--- src/hw/rtl/csrh_pkg.sv ---
// ----------------------------------------------------------------------------
// csrh_pkg
// Shared types and constants for the CSR row product block with halo windows.
// ----------------------------------------------------------------------------
`default_nettype none

package csrh_pkg;

    typedef enum logic [1:0] {
        CMD_LOAD_LOCAL = 2'd0,
        CMD_LOAD_LOWER = 2'd1,
        CMD_LOAD_UPPER = 2'd2,
        CMD_NONZERO    = 2'd3
    } cmd_t;

    typedef enum logic [1:0] {
        CFG_FIRST_ROW  = 2'd0,
        CFG_LOCAL_ROWS = 2'd1,
        CFG_HALO_WIDTH = 2'd2
    } cfg_idx_t;

    typedef enum logic [1:0] {
        SEL_NONE  = 2'd0,
        SEL_LOCAL = 2'd1,
        SEL_LOWER = 2'd2,
        SEL_UPPER = 2'd3
    } win_sel_t;

    localparam int CFG_IDX_W  = 2;
    localparam int CFG_DATA_W = 24;

    localparam logic [23:0] FIRST_ROW_RST  = 24'd0;
    localparam logic [12:0] LOCAL_ROWS_RST = 13'd4096;
    localparam logic [10:0] HALO_WIDTH_RST = 11'd1024;

    // result queue
    localparam int OUTQ_DEPTH = 8;
    localparam int OUTQ_AW    = 3;
    localparam int OUTQ_CW    = 4;

    localparam logic signed [31:0] SUM_MAX = 32'sh7FFF_FFFF;
    localparam logic signed [31:0] SUM_MIN = 32'sh8000_0000;
    localparam logic signed [63:0] ACC_MAX = 64'sh7FFF_FFFF_FFFF_FFFF;
    localparam logic signed [63:0] ACC_MIN = 64'sh8000_0000_0000_0000;

    typedef struct packed {
        logic [1:0]         command;
        logic [11:0]        slot;
        logic signed [31:0] value;
        logic [23:0]        column;
        logic [11:0]        row;
        logic               row_last;
        logic               has_entry;
    } in_item_t;

    typedef struct packed {
        logic [11:0]        row_index;
        logic signed [31:0] row_sum;
        logic               overflow;
        logic               column_error;
    } out_item_t;

    typedef struct packed {
        logic [23:0] first_row;
        logic [12:0] local_rows;
        logic [10:0] halo_width;
    } cfg_t;

    // control of one nonzero on its way to the accumulator
    typedef struct packed {
        logic        valid;
        logic        has_entry;
        logic        row_last;
        logic        hit;
        logic [11:0] row;
    } nz_ctl_t;

endpackage

`default_nettype wire

--- src/hw/rtl/csrh_mac.sv ---
// ----------------------------------------------------------------------------
// csrh_mac
// Product register, saturating Q32.32 accumulator and Q16.16 row result.
// ----------------------------------------------------------------------------
`default_nettype none

module csrh_mac (
    input  wire logic                aclk,
    input  wire logic                aresetn,
    input  wire csrh_pkg::nz_ctl_t   nz,
    input  wire logic signed [31:0]  value,
    input  wire logic signed [31:0]  elem,
    output logic                     push,
    output csrh_pkg::out_item_t      push_item,
    output logic [1:0]               pending
);

    csrh_pkg::nz_ctl_t  ctl_reg;
    logic signed [63:0] prod_reg;
    logic signed [63:0] prod_next;

    logic signed [63:0] acc_reg;
    logic signed [63:0] acc_next;
    logic               err_reg;
    logic               err_next;

    logic               emit_reg;
    logic signed [63:0] emit_acc_reg;
    logic               emit_err_reg;
    logic [11:0]        emit_row_reg;

    logic signed [63:0] sum;
    logic signed [63:0] acc_sat;
    logic signed [63:0] acc_upd;
    logic               err_upd;
    logic               add_en;
    logic               close;
    logic [16:0]        top_bits;
    logic               sat;

    assign prod_next = value * elem;

    always_ff @(posedge aclk) begin
        if (!aresetn) begin
            ctl_reg <= '0;
        end else begin
            ctl_reg <= nz;
        end
        prod_reg <= prod_next;
    end

    // saturating 64-bit add
    assign sum = acc_reg + prod_reg;
    always_comb begin
        if (!acc_reg[63] && !prod_reg[63] && sum[63]) begin
            acc_sat = csrh_pkg::ACC_MAX;
        end else if (acc_reg[63] && prod_reg[63] && !sum[63]) begin
            acc_sat = csrh_pkg::ACC_MIN;
        end else begin
            acc_sat = sum;
        end
    end

    assign add_en  = ctl_reg.valid && ctl_reg.has_entry && ctl_reg.hit;
    assign acc_upd = add_en ? acc_sat : acc_reg;
    assign err_upd = err_reg | (ctl_reg.valid && ctl_reg.has_entry && !ctl_reg.hit);
    assign close   = ctl_reg.valid && ctl_reg.row_last;

    assign acc_next = close ? '0 : acc_upd;
    assign err_next = close ? 1'b0 : err_upd;

    always_ff @(posedge aclk) begin
        if (!aresetn) begin
            acc_reg  <= '0;
            err_reg  <= 1'b0;
            emit_reg <= 1'b0;
        end else begin
            acc_reg  <= acc_next;
            err_reg  <= err_next;
            emit_reg <= close;
        end
        if (close) begin
            emit_acc_reg <= acc_upd;
            emit_err_reg <= err_upd;
            emit_row_reg <= ctl_reg.row;
        end
    end

    // floor shift by 16 is the arithmetic shift; saturate unless bits 63..47 agree
    assign top_bits = emit_acc_reg[63:47];
    assign sat      = !((&top_bits) || !(|top_bits));

    always_comb begin
        push_item.row_index    = emit_row_reg;
        push_item.overflow     = sat;
        push_item.column_error = emit_err_reg;
        if (sat) begin
            push_item.row_sum = emit_acc_reg[63] ? csrh_pkg::SUM_MIN : csrh_pkg::SUM_MAX;
        end else begin
            push_item.row_sum = emit_acc_reg[47:16];
        end
    end

    assign push    = emit_reg;
    assign pending = {1'b0, close} + {1'b0, emit_reg};

endmodule

`default_nettype wire

--- config.mk ---
export PLATFORM = sky130hd
export DESIGN_NAME = csrh_mac
export DESIGN_NICKNAME = d
export VERILOG_FILES = /design/src/hw/rtl/csrh_pkg.sv /design/src/hw/rtl/csrh_mac.sv
export SDC_FILE = /design/constraint.sdc
export NUM_CORES = 2
export LEC_CHECK = 0
export ABC_AREA = 1
export BUFFER_PORTS_ARGS = -buffer_cell sky130_fd_sc_hd__buf_4
export CORE_MARGIN = 2
export CORE_UTILIZATION = 40
export DETAILED_ROUTE_END_ITERATION = 6
export SYNTH_ARGS = -nofsm -noshare
export SYNTH_HDL_FRONTEND = slang
export SYNTH_SLANG_ARGS = --single-unit
export TNS_END_PERCENT = 100
--- constraint.sdc ---
create_clock -name aclk -period 14.7 [get_ports aclk]
set_input_delay 2.94 -clock aclk [delete_from_list [all_inputs] [get_ports aclk]]
set_output_delay 2.94 -clock aclk [all_outputs]
set_load 0.01 [all_outputs]
; ---- Word level (Yosys, flattened, before mapping)
; Cells that the tools add are included.
[op_classes]
add_sub_neg = 2
mul = 1
mux = 5
n_bitwise = 2
reduce_logical = 18
[ops]
columns = cell, n
row1 = $mux W64, 3
row2 = $add A64 B64 Y64, 1
row3 = $mul A32 B32 Y64, 1
row4 = $mux W32, 2
row5 = $reduce_and A17 Y1, 1
row6 = $reduce_or A17 Y1, 1
row7 = $logic_and A1 B1 Y1, 8
row8 = $logic_not A1 Y1, 6
row9 = $add A1 B1 Y2, 1
row10 = $reduce_or A2 Y1, 1
row11 = $logic_or A1 B1 Y1, 1
row12 = $not A1 Y1, 1
row13 = $or A1 B1 Y1, 1
[word_totals]
ff_bits = 223
input_bits = 82
output_inout_bits = 49

; ---- Longest topological paths before layout
[depth]
ltp_word = 6
mapped_depth = 33
mapped_depth_nobuf = 32

; ---- Worst setup path after synthesis
; OpenSTA, ideal clock, no wires.
[synth_timing]
path_type = in2reg
from = input value[31]
to = register prod_reg[55]
arrival_ps = 9533
required_ps = 14580
path_slack_ps = 5047
stages = 25
path_buffers = 1
cell_sequence = clkbuf_1 nand2_1 inv_1 fa_1 inv_1 fa_1 inv_1 fa_1 fa_1 inv_1 fa_1 inv_1 fa_1 inv_1 fa_1 inv_1 fa_1 ha_1 a21oi_1 nor2_1 nor2_1 a21boi_0 a21boi_0 nand3_1 xor2_1
[synth_between]
elab_chain_len = 1
[synth_lines]
columns = element, line
row1 = start: declaration, csrh_mac.sv:11  ; input wire logic signed [31:0] value,
row2 = $mul A32 B32 Y64, csrh_mac.sv:41  ; assign prod_next = value * elem;
row3 = named net prod_next[55], csrh_mac.sv:20  ; logic signed [63:0] prod_next;
row4 = end signal: assignment, csrh_mac.sv:49  ; prod_reg <= prod_next;
row5 = end: declaration, csrh_mac.sv:19  ; logic signed [63:0] prod_reg;
; The timed path passes the listed nets, and every way through them passes these cells.
; A chain may end at the register's enable or synchronous reset.

; ---- Worst setup path after layout
[layout_timing]
from = input elem[5]
to = register prod_reg[58]
[layout_between]
elab_chain_len = 1
[layout_lines]
columns = element, line
row1 = start: declaration, csrh_mac.sv:12  ; input wire logic signed [31:0] elem,
row2 = $mul A32 B32 Y64, csrh_mac.sv:41
row3 = named net prod_next[58], csrh_mac.sv:20
; The timed path passes the listed nets, and every way through them passes these cells.

==> implementation parameters <==
Parameter                              Value

Clock tree
  Setup Fix Bufs, Post-CTS    0
  Quantity of gates resized following cts    0
  Root buffer selected by CTS    sky130_fd_sc_hd__clkbuf_16
  Number of buffers on the longest clock path    3
  Hold bufs inserted after CTS    0
  TritonCTS clock tree    yes
  Number of H-tree branching levels    1
  Total clock sinks    just over 200
  Worst-path clk slew    ~70 ps
  Number of buffers created by CTS    24
  Insertion delay of the later-clocked pin in the worst-skew pair    ~570 ps

Setup path
  CP arrival    around 11000 ps
  WS Path Type    primary input to flop
  Max stage delay cell, worst path    sky130_fd_sc_hd__fa_1
  Delay contributed by the slowest stage of the critical path    around 830 ps
  Required time of the critical path    roughly 15000 ps
  Type of destination of the critical path    flop
  Top Family by Delay on Critical Path    adder cells
  Startpoint types    primary input
  CP bufs+invs    9
  CP max FO    32

Final layout
  Filler cell count    about 13000
  Area growth syn-to-layout    6.16%
  Layout cells sized above 1    4.61%
  Commonest cells after routing, fill and taps aside    sky130_fd_sc_hd__inv_1 (2001), sky130_fd_sc_hd__nand2_1 (1909), sky130_fd_sc_hd__fa_1 (1084)
  Max FFs per register    64
  Area occupied by multi-input gates    approximately 37000 µm²
  Sequential standard cell area    between 4000 and 5000 µm²
  Most common cell after layout, fill and taps aside    sky130_fd_sc_hd__inv_1
  Nets    ~8100

Place
  Number of input and output port buffers inserted    130
  Worst slack at placement    4000 ps
  Gp weighted congestion    ~1
  Final HPWL from detailed placement    125000 µm

Synthesis
  Number of register bits inferred by synthesis    between 200 and 250
  Most area-hungry cell type in the Yosys netlist    sky130_fd_sc_hd__fa_1
  Synthesis warning total    0
  Post-synthesis instance area    about 51000 µm²
  Number of distinct library cells after synthesis    51
  Post-synthesis sequential area ratio    roughly a tenth
  EDFF count, synth    approximately 60
  Asr flop ratio synth    0%
  Most area-consuming cells after synthesis    sky130_fd_sc_hd__fa_1 (43%), sky130_fd_sc_hd__inv_1 (15%), sky130_fd_sc_hd__nand2_1 (14%), sky130_fd_sc_hd__ha_1 (6.2%), sky130_fd_sc_hd__dfxtp_1 (5.8%)
  Mean cell area of the mapped netlist    roughly 7.6 µm²
  Number of standard cells after synthesis    ~6700
  Fraction of post-synthesis cell area in the top cell type by area    about 43%
  Post-Syn Nets    8119
  Commonest register cell after synthesis    sky130_fd_sc_hd__dfxtp_1

Floorplan
  IO Pins    between 100 and 150
  Area of the die    approximately 130000 µm²
  Starting density of the core    approximately two fifths
  FP Rows    130
  DIE HEIGHT    360 µm
  Core Area    126000 µm²
  Die extent in x    approximately 360 µm

STA
  Final critical delay including setup and external delays    roughly 10000 ps
  Max transition margin    25.7%
  Setup violations, final    0
  Setup repair after global routing missed its margin    false
  Post-route worst setup slack    about 4600 ps
  Tightest Pin Transition    between 1000 and 1500 ps
  Fin Setup TNS    0 ps
  Setup Skew    between 30 and 40 ps
  Final Hold Viols    0
  Top achievable clock speed    0.0991 GHz
  Part of the cycle the worst path needs    slightly below 70%
  Count of final max-slew check failures    0

GRT
  Wire length of the first global-routing pass    245000 µm
  Total global routing track utilization    around a quarter
  Total overflow reported by the global router    0
  Number of global-route vias before repair    between 40000 and 50000
  Initial antenna violation count    2
  Pin count of the biggest net entering global routing    63

Detailed routing
  Routed via count    40200
  Routed WL per cell    between 15 and 20 µm
  Total Routed Length    approximately 150000 µm
  Antenna Nets Post-Route    0
  Initial detailed-routing violation count    between 2000 and 3000
  DRC violations left    0
  First-pass iteration count of the detailed router    5
  Post-DR vias/cell    between 4 and 5

Outcome
  Result of the run    finished, final reports clean

Worst hold path
  Worst min path class    flop to flop

Job
  Maximum capacitance violations    0
==> metal layers <==
metal,track usage [%],up-vias,wire [µm]
li1,-,18800,-
met1,32.7,19800,65900
met2,40.3,1377,70600
met3,4.04,231,11800
met4,6.40,4,4510
met5,0,-,26
==> kinds of logic (layout without fill, tap and decap cells) <==
family / after synthesis / after routing / synth area share (%)
AO/OA/AOI/OAI: 318 / 318 / 3.52
XOR/XNOR: 66 / 66 / 1.14
adder cells (fa/ha/maj): 1334 / 1334 / 49.0
buffers and inverters: 2237 / 2193 / 16.6
flip-flops: 207 / 207 / 9.39
other: 0 / 1 / 0
AND/OR/NAND/NOR: 2541 / 2541 / 20.3
==> path summary, 6_finish.rpt <==
path	startpoint	end	slack, ps	depth (start not counted)
max	elem[5]	prod_reg[58]$_DFF_P_	4600	25
min	ctl_reg[2]$_SDFF_PN0_	emit_row_reg[2]$_DFFE_PP_	400	0
max reg2reg	prod_reg[39]$_DFF_P_	emit_acc_reg[30]$_DFFE_PP_	9500	19
min reg2reg	ctl_reg[2]$_SDFF_PN0_	emit_row_reg[2]$_DFFE_PP_	400	0
==> cell type report <==
type,instances,area share [%]
antenna,1,0.00465
clock buffer,27,1.18
tap,1650,3.84
clock inverter,17,0.449
timing repair buffer,140,1.95
sequential,207,8.84
inverter,2009,14.0
multi-input combinational,4259,69.7
==> synth_stat cells, types with 6 or more instances <==
library cell               number
sky130_fd_sc_hd__nor2_1       281
sky130_fd_sc_hd__buf_2         10
sky130_fd_sc_hd__a21o_1         8
sky130_fd_sc_hd__nand4_1       36
sky130_fd_sc_hd__a21oi_1      156
sky130_fd_sc_hd__fa_1        1084
sky130_fd_sc_hd__or2_2         51
sky130_fd_sc_hd__nand2_2       17
sky130_fd_sc_hd__and2_1         6
sky130_fd_sc_hd__nand3_1      143
sky130_fd_sc_hd__o21ai_0       86
sky130_fd_sc_hd__o21bai_1      22
sky130_fd_sc_hd__nand3_2        7
sky130_fd_sc_hd__a31oi_1        9
sky130_fd_sc_hd__dfxtp_1      146
sky130_fd_sc_hd__clkbuf_1     213
sky130_fd_sc_hd__xnor2_1       17
sky130_fd_sc_hd__nor3_1        25
sky130_fd_sc_hd__inv_1       2002
sky130_fd_sc_hd__ha_1         250
sky130_fd_sc_hd__nor4_1        16
sky130_fd_sc_hd__nor2_2        26
sky130_fd_sc_hd__o21ai_1        8
sky130_fd_sc_hd__xor2_1        49
sky130_fd_sc_hd__nand2_1     1909
sky130_fd_sc_hd__edfxtp_1      61
==> through the flow <==
step | hold WS, ps | util [%] | cells | instance area, µm²
2_1_floorplan | 386 | - | 6703 | 50600
3_3_place_gp | 386 | 42.1 | 8265 | 52900
3_5_place_dp | 389 | 42.1 | 8265 | 52900
4_1_cts | 404 | 42.8 | 8309 | 53800
5_1_grt | 416 | 42.8 | 8309 | 53800
6_report | 404 | 42.8 | 8310 | 53800
Power is not shown: default switching activity piles up to over one toggle a cycle in this logic, so the estimate is an artifact.
