**src/hw/rtl/csrh_pkg.sv**
```systemverilog
// ----------------------------------------------------------------------------
// csrh_pkg
// Shared types and constants for the CSR row product block with halo windows.
// ----------------------------------------------------------------------------
`default_nettype none

package csrh_pkg;

    typedef enum logic [1:0] {
        CMD_LOAD_LOCAL = 2'd0,
        CMD_LOAD_LOWER = 2'd1,
        CMD_LOAD_UPPER = 2'd2,
        CMD_NONZERO    = 2'd3
    } cmd_t;

    typedef enum logic [1:0] {
        CFG_FIRST_ROW  = 2'd0,
        CFG_LOCAL_ROWS = 2'd1,
        CFG_HALO_WIDTH = 2'd2
    } cfg_idx_t;

    typedef enum logic [1:0] {
        SEL_NONE  = 2'd0,
        SEL_LOCAL = 2'd1,
        SEL_LOWER = 2'd2,
        SEL_UPPER = 2'd3
    } win_sel_t;

    localparam int CFG_IDX_W  = 2;
    localparam int CFG_DATA_W = 24;

    localparam logic [23:0] FIRST_ROW_RST  = 24'd0;
    localparam logic [12:0] LOCAL_ROWS_RST = 13'd4096;
    localparam logic [10:0] HALO_WIDTH_RST = 11'd1024;

    // result queue
    localparam int OUTQ_DEPTH = 8;
    localparam int OUTQ_AW    = 3;
    localparam int OUTQ_CW    = 4;

    localparam logic signed [31:0] SUM_MAX = 32'sh7FFF_FFFF;
    localparam logic signed [31:0] SUM_MIN = 32'sh8000_0000;
    localparam logic signed [63:0] ACC_MAX = 64'sh7FFF_FFFF_FFFF_FFFF;
    localparam logic signed [63:0] ACC_MIN = 64'sh8000_0000_0000_0000;

    typedef struct packed {
        logic [1:0]         command;
        logic [11:0]        slot;
        logic signed [31:0] value;
        logic [23:0]        column;
        logic [11:0]        row;
        logic               row_last;
        logic               has_entry;
    } in_item_t;

    typedef struct packed {
        logic [11:0]        row_index;
        logic signed [31:0] row_sum;
        logic               overflow;
        logic               column_error;
    } out_item_t;

    typedef struct packed {
        logic [23:0] first_row;
        logic [12:0] local_rows;
        logic [10:0] halo_width;
    } cfg_t;

    // control of one nonzero on its way to the accumulator
    typedef struct packed {
        logic        valid;
        logic        has_entry;
        logic        row_last;
        logic        hit;
        logic [11:0] row;
    } nz_ctl_t;

endpackage

`default_nettype wire

```
**src/hw/rtl/csrh_window.sv**
```systemverilog
// ----------------------------------------------------------------------------
// csrh_window
// Maps a global column onto the local slice or one of the two halo planes.
// ----------------------------------------------------------------------------
`default_nettype none

module csrh_window #(
    parameter int LOCAL_DEPTH = 4096,
    parameter int PLANE_DEPTH = 1024,
    localparam int LAW        = $clog2(LOCAL_DEPTH),
    localparam int PAW        = $clog2(PLANE_DEPTH)
) (
    input  wire csrh_pkg::cfg_t   cfg,
    input  wire logic [23:0]      column,
    output csrh_pkg::win_sel_t    sel,
    output logic [LAW-1:0]        local_addr,
    output logic [PAW-1:0]        plane_addr
);

    localparam logic signed [25:0] LOC_LIM = 26'(LOCAL_DEPTH);
    localparam logic signed [25:0] PLN_LIM = 26'(PLANE_DEPTH);

    logic signed [25:0] diff;
    logic signed [25:0] k_low;
    logic signed [25:0] k_up;
    logic signed [25:0] rows_ext;
    logic signed [25:0] plane_ext;
    logic               below;
    logic               in_local;
    logic               local_ok;
    logic               lower_ok;
    logic               upper_ok;

    assign rows_ext  = $signed({13'b0, cfg.local_rows});
    assign plane_ext = $signed({15'b0, cfg.halo_width});

    assign diff     = $signed({2'b00, column}) - $signed({2'b00, cfg.first_row});
    assign below    = diff[25];
    assign in_local = !below && (diff < rows_ext);

    // lower halo slot = halo_width - (first_row - column)
    assign k_low = diff + plane_ext;
    // upper halo slot = column - (first_row + local_rows)
    assign k_up  = diff - rows_ext;

    // inside the local window but past the store: no fall-through to a halo
    assign local_ok = in_local && (diff < LOC_LIM);
    assign lower_ok = below && !k_low[25] && (k_low < PLN_LIM);
    assign upper_ok = !below && !in_local && (k_up < plane_ext) && (k_up < PLN_LIM);

    always_comb begin
        if (local_ok) begin
            sel = csrh_pkg::SEL_LOCAL;
        end else if (lower_ok) begin
            sel = csrh_pkg::SEL_LOWER;
        end else if (upper_ok) begin
            sel = csrh_pkg::SEL_UPPER;
        end else begin
            sel = csrh_pkg::SEL_NONE;
        end
    end

    assign local_addr = diff[LAW-1:0];
    assign plane_addr = below ? k_low[PAW-1:0] : k_up[PAW-1:0];

endmodule

`default_nettype wire

```
**config.mk**
```make
export PLATFORM = sky130hd
export DESIGN_NAME = csrh_window
export DESIGN_NICKNAME = d
export VERILOG_FILES = /design/src/hw/rtl/csrh_pkg.sv /design/src/hw/rtl/csrh_window.sv
export SDC_FILE = /design/constraint.sdc
export NUM_CORES = 1
export LEC_CHECK = 0
export ABC_AREA = 1
export BUFFER_PORTS_ARGS = -buffer_cell sky130_fd_sc_hd__buf_4
export CAP_MARGIN = 25
export CORE_AREA = 5 5 110 112
export DETAILED_ROUTE_END_ITERATION = 8
export DIE_AREA = 0 0 115 117
export PLACE_DENSITY_LB_ADDON = 0.2
export SLEW_MARGIN = 10
export SYNTH_ARGS = -nofsm -noshare
export SYNTH_HDL_FRONTEND = slang
export SYNTH_SLANG_ARGS = --single-unit
export TNS_END_PERCENT = 10
```
**constraint.sdc**
```tcl
create_clock -name vclk -period 13.4
set_clock_uncertainty 0.1 [all_clocks]
set_input_delay 1.34 -clock vclk [all_inputs]
set_output_delay 1.34 -clock vclk [all_outputs]
set_load 0.03 [all_outputs]
```
---- Word-level counts from Yosys, hierarchy flattened ----
Index checks and enable logic that the tools add are counted.
storage, ports and cells
  logic and storage cells ................. 22
  bits of input ports ..................... 72
  flip-flop bits (word level) ............. 0
  output and inout bits ................... 24
cells by class
  order comparisons ....................... 5
  multiplexer cells ....................... 4
  add/sub/neg operators ................... 3
  reduce and logical (&&, ||, !) cells .... 10
operator list
  cell                  count
  $lt 26x12->1 const B  2
  $add 25x12->26        1
  $lt 26x12->1          1
  $sub 25x14->26        1
  $lt 25x14->1          1
  $lt 25x14->1 const B  1
  $sub 24x24->25        1
  $mux 10               1
  $logic_and 1x1->1     7
  $mux 2                3
  $logic_not 1->1       3

---- Longest topological paths before layout ----
Gate-level depths: netlist of run 1.
  depth after elaboration ................. 10
  gate-level depth with buffers ........... 30

---- Worst setup path after synthesis of run 1 ----
Ideal clock, no wire load.
  kind .................................... input -> output
  start point ............................. input port column[0]
  end point ............................... output port sel[1]
  stages on the path ...................... 27
  path buffers ............................ 0
  arrival time ............................ 5639 ps
  path slack .............................. 6321 ps
  path through ............................ inv_1 > ha_1 > fa_1 > inv_1 > nand2_1 > nand2_1 > and2_1 > xor2_1 > ha_1 > a21oi_1 > a21boi_0 > o21ai_0 > nand2_1 > nand2_1 > xor2_1 > ha_1 > a21oi_1 > o21ai_0 > a21oi_1 > o41ai_1 > nand3_1 > nand3_1 > nor2_1 > nand3_1 > nand2_1 > nand2_1 > a21oi_2
between the ends
  longest elaborated chain between the ends .. 10
RTL lines
  item                                                                    line               source
  start: declaration                                                      csrh_window.sv:14  input wire logic [23:0] column,
  $sub 24x24->25 (*)                                                      csrh_window.sv:37  assign diff = $signed({2'b00, column}) - $signed({2'b00, cfg.first_row});
  named net local_addr[4]                                                 csrh_window.sv:16  output logic [LAW-1:0] local_addr,
  parallel branches: the longest is 8 deep, another holds $sub 25x14->26  -
  $mux 2 (*)                                                              csrh_window.sv:52  if (local_ok) begin
  end: declaration                                                        csrh_window.sv:15  output csrh_pkg::win_sel_t sel,
Mark *: on every way through the listed nets, which the timed path passes.

---- Worst setup path after layout of run 1 ----
  start point ............................. input port cfg[24] in the netlist's numbering
  end point ............................... output port sel[1]
between the ends
  longest elaborated chain between the ends .. 10
RTL lines
  item                                                                    line               source
  start: declaration                                                      csrh_window.sv:13  input wire csrh_pkg::cfg_t cfg,
  $sub 24x24->25 (*)                                                      csrh_window.sv:37
  parallel branches: the longest is 8 deep, another holds $sub 25x14->26  -
  $mux 2 (*)                                                              csrh_window.sv:52
Mark *: on every way between the ends.

==> results of run 1 <==
## placed cells by master (no fill, tap or decap), types with 2 or more instances in the layout
| master | synthesis | final |
|---|---|---|
| nor2_4 | 2 | 2 |
| a21oi_2 | 3 | 3 |
| inv_1 | 160 | 160 |
| nor3_2 | 2 | 2 |
| a31oi_1 | 5 | 5 |
| inv_2 | 6 | 6 |
| nor2_1 | 64 | 64 |
| xnor2_1 | 11 | 11 |
| a21oi_1 | 44 | 44 |
| nand3_1 | 59 | 59 |
| o21ai_1 | 3 | 3 |
| fa_1 | 3 | 3 |
| nand2_2 | 27 | 27 |
| o21ai_0 | 28 | 28 |
| nand2_1 | 265 | 265 |
| xor2_1 | 24 | 24 |
| buf_4 | 0 | 96 |
| o31ai_1 | 2 | 2 |
| nor3_1 | 9 | 9 |
| a21o_1 | 4 | 4 |
| nor2_2 | 7 | 7 |
| nand4_1 | 8 | 8 |
| nand3_2 | 2 | 2 |
| ha_1 | 59 | 59 |
| and2_1 | 3 | 3 |
| nand2_4 | 6 | 6 |
## metrics by stage
step	hold WS [ns]	worst slack, ns	power [mW]	cell area [µm²]	std cells
6_report	3.03	6.18	0.454	5170	1054
5_1_grt	3.07	5.78	0.512	5170	1054
4_1_cts	3.04	6.15	0.455	5170	1054
3_5_place_dp	3.03	6.17	0.453	5170	1054
3_3_place_gp	3.04	6.35	0.453	5170	1054
2_1_floorplan	2.84	6.32	0.330	4270	816
## worst max-delay path by stage
stage,end,slack [ns],depth (start not counted)
2_1_floorplan,sel[1],6.32,27
6_report,sel[1],6.18,28
3_5_place_dp,sel[1],6.17,28
3_3_place_gp,sel[0],6.35,28
5_1_grt,sel[1],5.78,29
4_1_cts,sel[1],6.15,28
## layer usage
layer / share of wire / up-vias / wire (µm) / global-route usage
li1: - / 2745 / - / -
met1: 0.49 / 2183 / 5960 / 0.249
met2: 0.46 / 89 / 5630 / 0.319
met3: 0.040 / 9 / 492 / 0.00206
met4: 0.0094 / 0 / 115 / 0.0156
met5: 0 / - / 0 / 0
## worst max-delay path, delay by kind of cell
family	cells	cell delay, ns
compound gates	8	1.37
fa+ha+maj	4	1.24
simple gates	11	0.96
xor+xnor	2	0.49
buf+inv	3	0.37
## power groups by stage
stage | registers [mW] | clock network [mW] | logic (mW)
after floorplan | 0 | 0 | 0.330
after global placement | 0 | 0 | 0.453
after detailed placement | 0 | 0 | 0.453
after CTS | 0 | 0 | 0.455
after global routing | 0 | 0 | 0.512
final | 0 | 0 | 0.454
## final cells by class
type               count  area, µm²  area share
multi-input cells    648       3640       0.705
repair buffers        96        721       0.140
inverters            167        627       0.121
well taps            143        179      0.0346
## logic make-up (layout without fill, tap and decap cells)
family,after synthesis,count (layout),share of synthesized area
compound gates,93,93,0.120
fa+ha+maj,62,62,0.187
simple gates,458,458,0.474
buf+inv,168,263,0.148
xor+xnor,35,35,0.0718
==> out/metrics.cfg, run 1 <==
[critical_path]
cp_slowest_cell=fa_1
critPathLaunchType=input pin
cp_max_fo=4
cpMostUsedCell=nand2_1
crit_required_ns=11.96
max_stage_delay_ns=0.40
end_kind=primary output
crit_path_start=cfg[24]
arrival_ns=5.78
setup.worst_path.class=input pin to primary output

[layout]
syn_to_final_growth_pct=21.0
final_core_util=0.464
ff_latch_area_um2=0
seq_cells=0
layout.nets=1047
clkbuf_count=0
drive_above_1_share=0.168
fillers=1288
antennaDiodeCount=0

[power_and_ir_drop]
p_leak_nw=3.10
p_per_area_mw_per_mm2=88.0
combinationalPowerShare=1.000
pwr-share-seq=0
p_int_mw=0.167
switching_share=0.633
max-vdd-ir-drop_mv=0.0636
p_clk_frac=0
p_switching_mw=0.288

[clocking]
post_cts_resized=0
cts_hold_buffers=0
cts_setup_buffers=0

[hold_path]
holdPathStages=4
hold_class=input pin to primary output
hold_end=local_addr[0]
min_from=cfg[24]

[global_route]
overflow=0
grt_pass1_vias=4553
grt_usage=0.178
grt_antenna_before_repair=0
grt_pass1_wl_um=20200
grt_max_degree=19

[timing]
fin_setup_tns_ns=0
max_freq_ghz=0.139
max_slew_margin=0.473
hold_violations=0
setup_viol=0
slew_viol_final=0
fin_crit_sh=0.539
rsz0062_at_grt=no
finalCriticalPeriod_ns=7.22
worst_pin_slew_ns=0.790

[detailed_routing]
wl_um=12200
drc_errors=0
num_vias=5026
wire_per_inst_um=11.6
viasPerCell=4.77
drtIter0Drc=203
first_pass_iters=5
postRouteAntennaNets=0

[die]
die_h_um=117
die_w_um=115
io_pins=96
coreArea_mm2=0.0111
rows=39
dieArea_mm2=0.0135
start_util=0.384

[place]
portBuffers=96
dpl.hpwl_um=11000
gp_congestion=0.876

[flow_run]
maxCapViolations=0

[yosys]
synth_top_area_share=0.233
yosysTopAreaCell=nand2_1
synth_commonest_cells=nand2_1, inv_1, nor2_1
seq_area_frac_synth=0
yosys.cell_count.top_type=nand2_1
synth_area_mm2=0.00427
yosysWarnings=0
syn_nets=950
synthesis.instances=816
ys_types=35
synth_area_leaders=nand2_1, ha_1, inv_1
synth_area_per_cell_um2=5.23

[outcome]
status=completed

Note: power is estimated with default switching activity, not from simulation.
==> run 2: changes to the inputs <==
Clock period 13.4 ns to 6 ns, I/O delays scaled along.
==> run 2 against run 1 <==
  * Clock-buffer cell count unchanged
  * Power rose by 130%
  * Sequential share of layout area did not move
  * First-iteration DRC count shrank 14%
  * Non-clock buffer count is 2 higher
  * Critical path depth rose by 2
  * Combinational power increased by 120%
  * Setup slack lost 5.7 ns
  * Wire length increased by 0.56%
  * Via count shrank 0.94%
  * Final area up 0.36%
==> out/metrics.cfg, run 2 (same netlist as run 1, synthesis figures left out) <==
[die]
coreArea_mm2=0.0111  ; unchanged
start_util=0.384  ; unchanged
die_h_um=117  ; unchanged
dieArea_mm2=0.0135  ; unchanged
io_pins=96  ; unchanged
rows=39  ; unchanged
die_w_um=115  ; unchanged

[timing]
slew_viol_final=0  ; unchanged
max_slew_margin=0.688  ; +0.215
setup_ws_ns=0.502  ; -5.68 ns
worst_pin_slew_ns=0.466  ; -0.324 ns
max_freq_ghz=0.182
setup_viol=0  ; unchanged
fin_setup_tns_ns=0  ; unchanged
finalCriticalPeriod_ns=5.50
rsz0062_at_grt=no
fin_crit_sh=0.916
hold_violations=0  ; unchanged

[place]
portBuffers=96  ; unchanged
placed_area_mm2=0.00518  ; +0.29%
gp_congestion=0.868  ; -0.90%
dpl.hpwl_um=11100  ; +0.54%
detailedPlace.worstSlack_ns=0.310  ; -5.86 ns
dp_cells=1056  ; +0.19%

[layout]
drive_above_1_share=0.171  ; +0.00292
design_area_mm2=0.00518  ; +0.36%
multi_input_area_mm2=0.00364  ; +0.10%
layout.nets=1049  ; +0.19%
final_core_util=0.466  ; +0.00169
ff_latch_area_um2=0  ; unchanged
syn_to_final_growth_pct=21.4
final_cell_mix=nand2_1, inv_1, buf_4
antennaDiodeCount=0  ; unchanged
mostFrequentLayoutCell=nand2_1
fillers=1280  ; -0.62%
seq_cells=0  ; unchanged
clkbuf_count=0  ; unchanged
post_layout_nonfiller_instances=1056  ; +0.19%

[critical_path]
crit_required_ns=5.30  ; -6.66 ns
end_kind=primary output
critPathLaunchType=input pin
cp_max_fo=4  ; unchanged
max_stage_delay_ns=0.40  ; about the same
cpMostUsedCell=nand2_1
setup.worst_path.class=input pin to primary output
arrival_ns=4.80  ; -0.98 ns
cp_slowest_cell=fa_1

[power_and_ir_drop]
pwr-share-seq=0  ; unchanged
p_switching_mw=0.646  ; +120%
p_leak_nw=3.11  ; +0.35%
p_clk_frac=0  ; unchanged
combinationalPowerShare=1.000  ; about the same
switching_share=0.631  ; -0.00162
p_per_area_mw_per_mm2=197  ; +120%
p_int_mw=0.377  ; +130%
max-vdd-ir-drop_mv=0.138  ; +120%

[detailed_routing]
wl_um=12300  ; +0.56%
drc_errors=0  ; unchanged
postRouteAntennaNets=0  ; unchanged
drtIter0Drc=174  ; -14%
wire_per_inst_um=11.6  ; +0.37%
viasPerCell=4.71  ; -1.1%
first_pass_iters=4  ; -1
num_vias=4979  ; -0.94%

[flow_run]
maxCapViolations=0  ; unchanged

[global_route]
grt_usage=0.182  ; +0.00379
grt_pass1_wl_um=20600  ; +2.1%
grt_pass1_vias=4724  ; +3.8%
grt_max_degree=19  ; unchanged
overflow=0  ; unchanged
grt_antenna_before_repair=0  ; unchanged

[hold_path]
hold_class=input pin to primary output

[outcome]
status=completed

==> run 2: path summary, 6_finish.rpt <==
path	startpoint	to	slack (ns)	cells past startpoint
setup / recovery	cfg[24]	sel[0]	0.50	30
hold / removal	cfg[0]	plane_addr[0]	1.56	5
==> run 2: timing repair <==
action                                  4_1_cts  5_1_grt
resized for setup                             0        2
setup buffers                                 0        0
hold buffers                                  0        0
endpoints found under the setup margin        0        2
==> run 2: critical path: cells and delay by family <==
kind / cells / cell delay (ns)
adder cells (fa/ha/maj): 4 / 1.22
AO/OA/AOI/OAI: 7 / 1.06
AND/OR/NAND/NOR: 13 / 1.05
XOR/XNOR: 2 / 0.44
buffers and inverters: 4 / 0.43
==> run 2: cell type report <==
cell class | instances | share of cell area
inverters | 167 | 0.121
multi-input cells | 648 | 0.703
well taps | 143 | 0.0345
repair buffers | 98 | 0.142
==> run 2: metrics by stage <==
stage	total power, mW	hold WS [ns]
after floorplan	0.738	1.36
after global placement	1.02	1.56
after detailed placement	1.02	1.55
after CTS	1.02	1.56
after global routing	1.16	1.59
final	1.02	1.56
==> run 2: power by group through the flow <==
stage	Clock, mW	Combinational, mW	Sequential, mW
final	0	1.02	0
after detailed placement	0	1.02	0
after floorplan	0	0.738	0
after global routing	0	1.16	0
after global placement	0	1.02	0
after CTS	0	1.02	0
==> run 2: layer usage <==
metal | vias to the layer above | global-route usage | share of wire
met1 | 2103 | 0.251 | 0.49
met3 | 14 | 0.00360 | 0.044
met4 | 0 | 0.0274 | 0.016
met5 | - | 0 | 0
li1 | 2758 | - | -
met2 | 104 | 0.324 | 0.45
