===== src/hw/rtl/csrh_pkg.sv =====
// ----------------------------------------------------------------------------
// csrh_pkg
// Shared types and constants for the CSR row product block with halo windows.
// ----------------------------------------------------------------------------
`default_nettype none

package csrh_pkg;

    typedef enum logic [1:0] {
        CMD_LOAD_LOCAL = 2'd0,
        CMD_LOAD_LOWER = 2'd1,
        CMD_LOAD_UPPER = 2'd2,
        CMD_NONZERO    = 2'd3
    } cmd_t;

    typedef enum logic [1:0] {
        CFG_FIRST_ROW  = 2'd0,
        CFG_LOCAL_ROWS = 2'd1,
        CFG_HALO_WIDTH = 2'd2
    } cfg_idx_t;

    typedef enum logic [1:0] {
        SEL_NONE  = 2'd0,
        SEL_LOCAL = 2'd1,
        SEL_LOWER = 2'd2,
        SEL_UPPER = 2'd3
    } win_sel_t;

    localparam int CFG_IDX_W  = 2;
    localparam int CFG_DATA_W = 24;

    localparam logic [23:0] FIRST_ROW_RST  = 24'd0;
    localparam logic [12:0] LOCAL_ROWS_RST = 13'd4096;
    localparam logic [10:0] HALO_WIDTH_RST = 11'd1024;

    // result queue
    localparam int OUTQ_DEPTH = 8;
    localparam int OUTQ_AW    = 3;
    localparam int OUTQ_CW    = 4;

    localparam logic signed [31:0] SUM_MAX = 32'sh7FFF_FFFF;
    localparam logic signed [31:0] SUM_MIN = 32'sh8000_0000;
    localparam logic signed [63:0] ACC_MAX = 64'sh7FFF_FFFF_FFFF_FFFF;
    localparam logic signed [63:0] ACC_MIN = 64'sh8000_0000_0000_0000;

    typedef struct packed {
        logic [1:0]         command;
        logic [11:0]        slot;
        logic signed [31:0] value;
        logic [23:0]        column;
        logic [11:0]        row;
        logic               row_last;
        logic               has_entry;
    } in_item_t;

    typedef struct packed {
        logic [11:0]        row_index;
        logic signed [31:0] row_sum;
        logic               overflow;
        logic               column_error;
    } out_item_t;

    typedef struct packed {
        logic [23:0] first_row;
        logic [12:0] local_rows;
        logic [10:0] halo_width;
    } cfg_t;

    // control of one nonzero on its way to the accumulator
    typedef struct packed {
        logic        valid;
        logic        has_entry;
        logic        row_last;
        logic        hit;
        logic [11:0] row;
    } nz_ctl_t;

endpackage

`default_nettype wire


===== src/hw/rtl/csrh_outq.sv =====
// ----------------------------------------------------------------------------
// csrh_outq
// Small result queue between the accumulator and the result channel.
// ----------------------------------------------------------------------------
`default_nettype none

module csrh_outq (
    input  wire logic                          aclk,
    input  wire logic                          aresetn,
    input  wire logic                          push,
    input  wire csrh_pkg::out_item_t           push_item,
    output logic                               m_valid,
    input  wire logic                          m_ready,
    output csrh_pkg::out_item_t                m_data,
    output logic [csrh_pkg::OUTQ_CW-1:0]       count
);

    csrh_pkg::out_item_t              buf_reg [csrh_pkg::OUTQ_DEPTH];
    logic [csrh_pkg::OUTQ_AW-1:0]     wptr_reg;
    logic [csrh_pkg::OUTQ_AW-1:0]     rptr_reg;
    logic [csrh_pkg::OUTQ_CW-1:0]     count_reg;
    logic [csrh_pkg::OUTQ_CW-1:0]     count_next;
    logic                             pop;

    assign pop = m_valid && m_ready;

    always_comb begin
        count_next = count_reg;
        if (push && !pop) begin
            count_next = count_reg + 1'b1;
        end else if (pop && !push) begin
            count_next = count_reg - 1'b1;
        end
    end

    always_ff @(posedge aclk) begin
        if (!aresetn) begin
            wptr_reg  <= '0;
            rptr_reg  <= '0;
            count_reg <= '0;
        end else begin
            if (push) begin
                wptr_reg <= wptr_reg + 1'b1;
            end
            if (pop) begin
                rptr_reg <= rptr_reg + 1'b1;
            end
            count_reg <= count_next;
        end
        if (push) begin
            buf_reg[wptr_reg] <= push_item;
        end
    end

    assign m_valid = (count_reg != '0);
    assign m_data  = buf_reg[rptr_reg];
    assign count   = count_reg;

endmodule

`default_nettype wire


===== config.mk =====
export PLATFORM = sky130hd
export DESIGN_NAME = csrh_outq
export DESIGN_NICKNAME = d
export VERILOG_FILES = /design/src/hw/rtl/csrh_pkg.sv /design/src/hw/rtl/csrh_outq.sv
export SDC_FILE = /design/constraint.sdc
export NUM_CORES = 1
export LEC_CHECK = 0
export BUFFER_PORTS_ARGS = -buffer_cell sky130_fd_sc_hd__buf_2
export CAP_MARGIN = 5
export CORE_UTILIZATION = 64
export DETAILED_ROUTE_END_ITERATION = 8
export PLACE_DENSITY = 0.93
export RECOVER_POWER = 100
export SLEW_MARGIN = 15
export SYNTH_ARGS = -nofsm -noshare
export SYNTH_HDL_FRONTEND = slang
export SYNTH_SLANG_ARGS = --single-unit

===== constraint.sdc =====
create_clock -name aclk -period 7.96 [get_ports aclk]
set_clock_uncertainty 0.05 [all_clocks]
set_input_delay 0 -clock aclk [delete_from_list [all_inputs] [get_ports aclk]]
set_output_delay 0 -clock aclk [all_outputs]
set_load 0.01 [all_outputs]

# After elaboration in Yosys (flattened, before gate mapping)
# Memory sizes are Yosys's and may differ from the RTL's. A register that Yosys moved wholly into a read port is not among the register bits.
# Index checks and enable logic that the tools add are counted.
dict set report word_totals {
  ff_bits 10
  mem_bits_rw 368
  output_inout_bits 51
  elab_cells 21
  mem_count 1
}
# name words width rd rd_ports_with_merged_regs write_ports line_no
set mem_list {}
lappend mem_list {buf_reg 8 46 1 1 1 csrh_outq.sv:18} ;# csrh_pkg::out_item_t buf_reg [csrh_pkg::OUTQ_DEPTH];
dict set report classes {
  n_addsub 4
  n_mux 6
  n_reduce_logical 7
}
# operator count
set op_table {}
lappend op_table {{two-way mux 4 bit} 2}
lappend op_table {{adder 3 x 1 -> 3 bit, second input constant} 2}
lappend op_table {{two-way mux 3 bit} 2}
lappend op_table {{adder 4 x 1 -> 4 bit, second input constant} 1}
lappend op_table {{nonzero test 4 bit} 1}
lappend op_table {{subtractor 4 x 1 -> 4 bit, second input constant} 1}
lappend op_table {{logical AND 1 bit} 3}
lappend op_table {{logical NOT 1 bit} 2}
lappend op_table {{two-way mux 1 bit} 2}
lappend op_table {{nonzero test 2 bit} 1}

# Depth between registers and ports, before layout
# Gate-level depths: netlist of the first run.
dict set report logic_depth {
  depth_word 5
  depth_mapped 9
  depth_no_buf 9
}

# Least setup slack after synthesis of the first run
# No wires, ideal clock.
dict set report synth_timing {
  path_type {reg-to-reg}
  from {reg wptr_reg[2] in the netlist's numbering}
  to {mem buf_reg[0][0] in the netlist's numbering (enable)}
  setup_ns 0.506
  arrival_ns 3.640
  t_required_ns 7.404
  slack_ns 3.763
  path_stages_with_launch 3
  path_buffers 0
  synth_period_minus_slack_ns 4.197
  cell_sequence {dfxtp_1 > nand2b_1 > nor3_1}
}
# item line_no
set synth_rtl {}
lappend synth_rtl {{start: declaration} csrh_outq.sv:19} ;# logic [csrh_pkg::OUTQ_AW-1:0] wptr_reg;
lappend synth_rtl {{start signal: assignment} csrh_outq.sv:43} ;# wptr_reg <= wptr_reg + 1'b1;
lappend synth_rtl {{end: declaration} csrh_outq.sv:18}
# No word-level cell before the write port.

==> results of run 1 <==
## cells in the final DEF, fill, tap and decap left out, drive strengths merged, types with 2 or more instances in the layout
| cell | netlist | final |
|---|---|---|
| nor2b | 2 | 2 |
| diode | 0 | 3 |
| xnor2 | 5 | 5 |
| ha | 5 | 5 |
| nor3 | 2 | 2 |
| nand3 | 3 | 3 |
| and2 | 7 | 7 |
| bufinv | 0 | 5 |
| nand2b | 4 | 4 |
| mux2i | 3 | 3 |
| clkbuf | 7 | 134 |
| mux2 | 46 | 46 |
| clkinv | 0 | 19 |
| nor2 | 7 | 7 |
| nand2 | 7 | 7 |
| mux4 | 92 | 92 |
| edfxtp | 368 | 368 |
| dlygate4sd3 | 0 | 50 |
| dfxtp | 13 | 13 |
| buf | 20 | 20 |
## what timing repair did
item,CTS,global route
hold buffers,50,0
setup buffers,0,0
setup endpoints to repair,0,0
endpoints found under the hold margin,381,0
## power by group through the flow
stage	registers [mW]	clock network, mW	logic (mW)
final	2.37	1.79	0.927
after global routing	2.38	1.87	0.978
after CTS	2.40	1.78	0.921
after detailed placement	2.44	0	0.867
after global placement	2.42	0	0.824
after floorplan	2.34	0	0.737
## worst max-delay path: stages (launching register included)
cell and delay (ps):
sky130_fd_sc_hd__dfxtp_1 2150, sky130_fd_sc_hd__buf_4 940, sky130_fd_sc_hd__mux4_1 700, sky130_fd_sc_hd__mux2_2 310
sky130_fd_sc_hd__clkbuf_1 140
## metal layers
| layer | part of all wire | GRT usage |
|---|---|---|
| met1 | 0.36 | 0.376 |
| met2 | 0.51 | 0.479 |
| met3 | 0.098 | 0.0702 |
| met4 | 0.035 | 0.117 |
| met5 | 0 | 0 |
## worst max-delay path by stage
stage	depth (start not counted)	slack, ps	end
final	4	3070	m_data[0]
after floorplan	2	3760	buf_reg[0][0]
after global routing	4	2780	m_data[14]
after CTS	4	4420	m_data[14]
after detailed placement	4	5030	m_data[0]
after global placement	4	5160	m_data[11]
## cell families (layout without fill, tap and decap cells)
logic type,Yosys count,in the layout,share of synthesized area
flip-flops,381,381,0.770
multiplexers,141,141,0.193
AND/OR/NAND/NOR,33,33,0.0113
buffers and inverters,28,230,0.0146
adder cells (fa/ha/maj),6,6,0.00562
XOR/XNOR,6,6,0.00358
AO/OA/AOI/OAI,5,5,0.00213
other,0,3,0
## area by class of cell
class / instances / area (um^2)
clock buffer: 41 / 962
multi-input combinational: 191 / 3170
inverter: 1 / 3.75
antenna: 3 / 7.51
sequential: 381 / 11300
fill: 1170 / 5520
tap: 285 / 357
timing repair buffer: 163 / 977
clock inverter: 25 / 258
==> out/results.txt, run 1 <==
Critical Path RT = 7910 ps
Number of detailed-routing iterations run before antenna repair = 5
Number of instances in the synthesized netlist = 600
Final-report hold violation count = 0
Transition time at the pin with the least slew margin = 2700 ps
Violated checks = max-capacitance violations, max-slew violations
Number of synthesized flops with an enable pin = 368
Final worst hold slack = 318 ps
Site Rows = 55
Reg2reg path depth = 3
Vias in the first global route = 7572
Number of flip-flops under the largest register name = 368
WP data arrival = 4840 ps
Final critical-path share of the clock period = 0.615
Remaining antenna violation count = 0
R2R Setup Slk = 3590 ps
FMAX = 204 MHz
Relative max-transition margin = -0.802
Total number of yosys warnings = 0
Synth area leaders = sky130_fd_sc_hd__edfxtp_1 75%, sky130_fd_sc_hd__mux4_1 10%, sky130_fd_sc_hd__mux4_2 5.2%, sky130_fd_sc_hd__mux2_2 3.5%, sky130_fd_sc_hd__dfxtp_1 1.8%
Primary flip-flop cell chosen by synthesis mapping = sky130_fd_sc_hd__edfxtp_1
Clock group share of total power = 0.351
Inserted Clock Buffers = 36
Power Dens Cells = 298 nW/um^2
Launch point of the worst hold path = push_item[10]
Clock tree from TritonCTS = yes
Register area share after synthesis = 0.770
Area Growth Syn to Fin = 16.0%
Final estimated routing congestion in global placement = 0.705
Number of gates given a new drive strength after cts = 0
Run status = finished, violations left
IO Pins = 101
Post-synth top cells = 368 x sky130_fd_sc_hd__edfxtp_1, 58 x sky130_fd_sc_hd__mux4_1, 46 x sky130_fd_sc_hd__mux2_2
Post-route cell area = 17100 um^2
Post-synth design cell area = 14700 um^2
Clock buffer depth = 3
Flop and latch count out of synthesis = 381
Final standard cell count with taps included and fillers excluded = 1090
Kind of path behind the tightest hold check = primary input to flop
MaxCap Viol Count = 16
Initial Utilization = 0.651
Clock period minus final worst setup slack = 4890 ps
Chip width = 154 um
Wire length per cell = 30.2 um
Area post-placement = 15500 um^2
Pin count of the biggest net entering global routing = 93
Largest vdd supply drop = 241 uV
Post-synth top area share = 0.752
GR Overflow Total = 0
Syn Area/Cell = 24.5 um^2
Post-route setup slack = 3070 ps
Combinational share of power = 0.182
Reg clk slew, reported paths = 60 ps
Critical path type = flop to output port
Most frequent cell after synthesis = sky130_fd_sc_hd__edfxtp_1
Initial antenna violation count = 3
Startpoint types = flop
Depth of the CTS H-tree = 2
Die Height = 154 um
Unrepaired setup endpoints after global routing = false
Count of endpoints failing setup in the final report = 0
Worst r2r dst = buf_reg[5][44]
RR Startpoint = wptr_reg[0]
Core area = 22600 um^2
Synthesized Nets = 656
Switching power share of the total = 0.254
Global-route wire length before repair = 48.1 mm
Overall fraction of global-route tracks in use = 0.290
Yosys cell types = 30
Die ar. = 23600 um^2
Share of synthesized flip-flops with an asynchronous set or reset = 0
Worst slack at placement = 5030 ps
Routed wire length = 32.9 mm
Yosys top cell by area = sky130_fd_sc_hd__edfxtp_1
Root Buffer = sky130_fd_sc_hd__clkbuf_16
Psw = 1.29 mW
Fin. max-slew vios = 424
Share of cells above drive strength 1 = 0.177
Detailed router's first-iteration violation count = 745
Total clock sinks = 381
Placed cell count = 970
Sequential power share = 0.467
Final setup TNS = 0 ps
CP Capture Type = output port
Final HPWL from detailed placement = 15.4 mm
Hold Crit Endpoint = buf_reg[6][10]
Fin nets = 830
Via count normalized by instance count = 6.58
WHS Path Cells = 2
Cell internal power dissipation = 3.79 mW
Buffers on Ports = 100
Vias = 7173
Total chip power = 5.09 mW
Static leakage power = 5.45 nW
DRC = 0
Clock latency at the later pin of the worst-skew pair = 510 ps
Post-Route Utilization = 0.755
Largest driver fanout on the critical path = 47
No activity file was read; power rests on OpenSTA's default activity.
==> run 2: changes to the inputs <==
Settings changed: CORE_UTILIZATION 64 to 60, PLACE_DENSITY 0.93 to 0.88.
Clock period 7.96 ns to 4.55 ns, I/O delays scaled along.
==> out/results.txt, run 2 (synthesized netlist as in run 1, its figures left out) <==
Run status = finished, violations left
Violated checks = max-capacitance violations, max-slew violations
Clock tree from TritonCTS = yes
CP max-delay cell = sky130_fd_sc_hd__nor2_1
Overall fraction of global-route tracks in use = 0.243
Via count normalized by instance count = 6.06
WP data arrival = 3790 ps
Clock buffer depth = 3
Critical Path RT = 4640 ps
Global-route wire length before repair = 42.6 mm
MaxCap Viol Count = 4
Final critical-path share of the clock period = 0.814
Transition time at the pin with the least slew margin = 2730 ps
Critical path type = flop to flop
Chip width = 159 um
Launching instance or port of the critical path = wptr_reg[0]
Total clock sinks = 381
DRC = 0
Initial Utilization = 0.619
WP depth = 3
Number of flip-flops under the largest register name = 368
Area post-placement = 15600 um^2
Relative max-transition margin = -0.824
Core area = 23800 um^2
Wire length per cell = 25.9 um
Inserted Clock Buffers = 37
Buf+Inv Stages, Crit Path = 1
Kind of path behind the tightest hold check = primary input to flop
Largest driver fanout on the critical path = 26
Post-route cell area = 17000 um^2
CP Capture Type = flop
Placed cell count = 1004
Clock period minus final worst setup slack = 3700 ps
Number of detailed-routing iterations run before antenna repair = 5
Pin count of the biggest net entering global routing = 67
Met3 Routed Length = 2.08 mm
GR Overflow Total = 0
Highest metal layer with signal wires = met4
Most used cells in the layout excluding fill and tap cells = 368 x sky130_fd_sc_hd__edfxtp_1, 95 x sky130_fd_sc_hd__clkbuf_1, 58 x sky130_fd_sc_hd__mux4_1, 50 x sky130_fd_sc_hd__dlygate4sd3_1, 39 x sky130_fd_sc_hd__clkbuf_16
Detailed router's first-iteration violation count = 681
Fin. max-slew vios = 81
Routed wire length = 29.0 mm
Vias = 6789
FMAX = 270 MHz
Final-report hold violation count = 0
Unrepaired setup endpoints after global routing = false
Worst r2r dst = buf_reg[6][14]
Commonest non-fill, non-tap cell in the layout = sky130_fd_sc_hd__edfxtp_1
Power Dens Cells = 504 nW/um^2
Fin nets = 830
Initial antenna violation count = 1
Maximum single-stage delay on the critical path = 1730 ps
Root Buffer = sky130_fd_sc_hd__clkbuf_16
Cells along the critical path = nand2b_1 > nor2_1 > clkbuf_2
Final standard cell count with taps included and fillers excluded = 1121
Startpoint types = flop
Buffers on Ports = 100
Depth of the CTS H-tree = 2
Final estimated routing congestion in global placement = 0.692
Die Height = 159 um
R2R Setup Slk = 850 ps
Family with the most delay on the worst path = simple AND/OR/NAND/NOR gates
Final HPWL from detailed placement = 15.0 mm
Wire length on met2 = 15.5 mm
Remaining antenna violation count = 0
Critical path capture point = buf_reg[6][14]
Clock latency at the later pin of the worst-skew pair = 520 ps
Final setup TNS = 0 ps
Share of cells above drive strength 1 = 0.185
Vias in the first global route = 7295
Reg2reg path depth = 3
IO Pins = 101
Reg clk slew, reported paths = 70 ps
Metal-1 WL = 10.7 mm
RR Startpoint = wptr_reg[0]
Area Growth Syn to Fin = 15.7%
Die ar. = 25100 um^2
Site Rows = 56
Static leakage power = 5.44 nW
Largest vdd supply drop = 410 uV
Count of endpoints failing setup in the final report = 0
## run 2: cell count changes in the layout (fill, tap and decap cells not counted), sizes merged
cell      before  now
buf           20   22
bufinv         5    2
clkbuf       134  140
clkinv        19   13
clkinvlp       1    0
diode          3    1
inv            1    2
## run 2: through the flow
| stage | util | power (mW) | worst slack (ps) | hold slack (ps) |
|---|---|---|---|---|
| floorplan | - | 5.38 | 353 | 48.9 |
| finish | 0.716 | 8.57 | 847 | 340 |
| global route | 0.716 | 8.88 | 685 | 342 |
| CTS | 0.724 | 8.69 | 1320 | 224 |
| detailed placement | 0.655 | 5.76 | 1890 | 216 |
| global placement | 0.655 | 5.69 | 1950 | 198 |
## run 2: worst min path at each step
| stage | startpoint | endpoint | slack, ps | cells past startpoint |
|---|---|---|---|---|
| 2_1_floorplan | push_item[0] | buf_reg[0][0] | 50 | 0 |
| 3_3_place_gp | push_item[17] | buf_reg[1][17] | 200 | 1 |
| 3_5_place_dp | push_item[35] | buf_reg[6][35] | 220 | 1 |
| 4_1_cts | push_item[35] | buf_reg[4][35] | 220 | 2 |
| 5_1_grt | push_item[3] | buf_reg[3][3] | 340 | 2 |
| 6_report | aresetn | flop | 340 | 3 |
## run 2: repair_timing
action,CTS,global route
hold buffers,50,0
setup buffers,0,0
endpoints found under the setup margin,0,0
gates resized for setup,0,0
endpoints found under the hold margin,381,0
## run 2: routing by layer
layer | GRT usage | vias to the layer above
met5 | 0 | -
li1 | - | 2941
met2 | 0.431 | 312
met4 | 0.0966 | 0
met1 | 0.291 | 3480
met3 | 0.0509 | 56
## run 2: layout make-up
class	count	area (um^2)
Multi-Input combinational cell	191	3170
Timing Repair Buffer	162	968
Antenna cell	1	2.50
Clock buffer	50	1020
Inverter	1	3.75
Sequential cell	381	11300
Clock inverter	16	125
Tap cell	319	399
Fill cell	1363	6750
## run 2: power breakdown
group	internal (mW)	total [mW]	switching [mW]
Clock	1.68	2.90	1.21
Sequential	3.97	4.20	0.225
Combinational	0.833	1.48	0.643
## run 2: worst register-to-register path, stage by stage, from the launching register on
cell and delay [ps]:
sky130_fd_sc_hd__dfxtp_1 390, sky130_fd_sc_hd__nand2b_1 220, sky130_fd_sc_hd__nor2_1 1730, sky130_fd_sc_hd__clkbuf_2 920
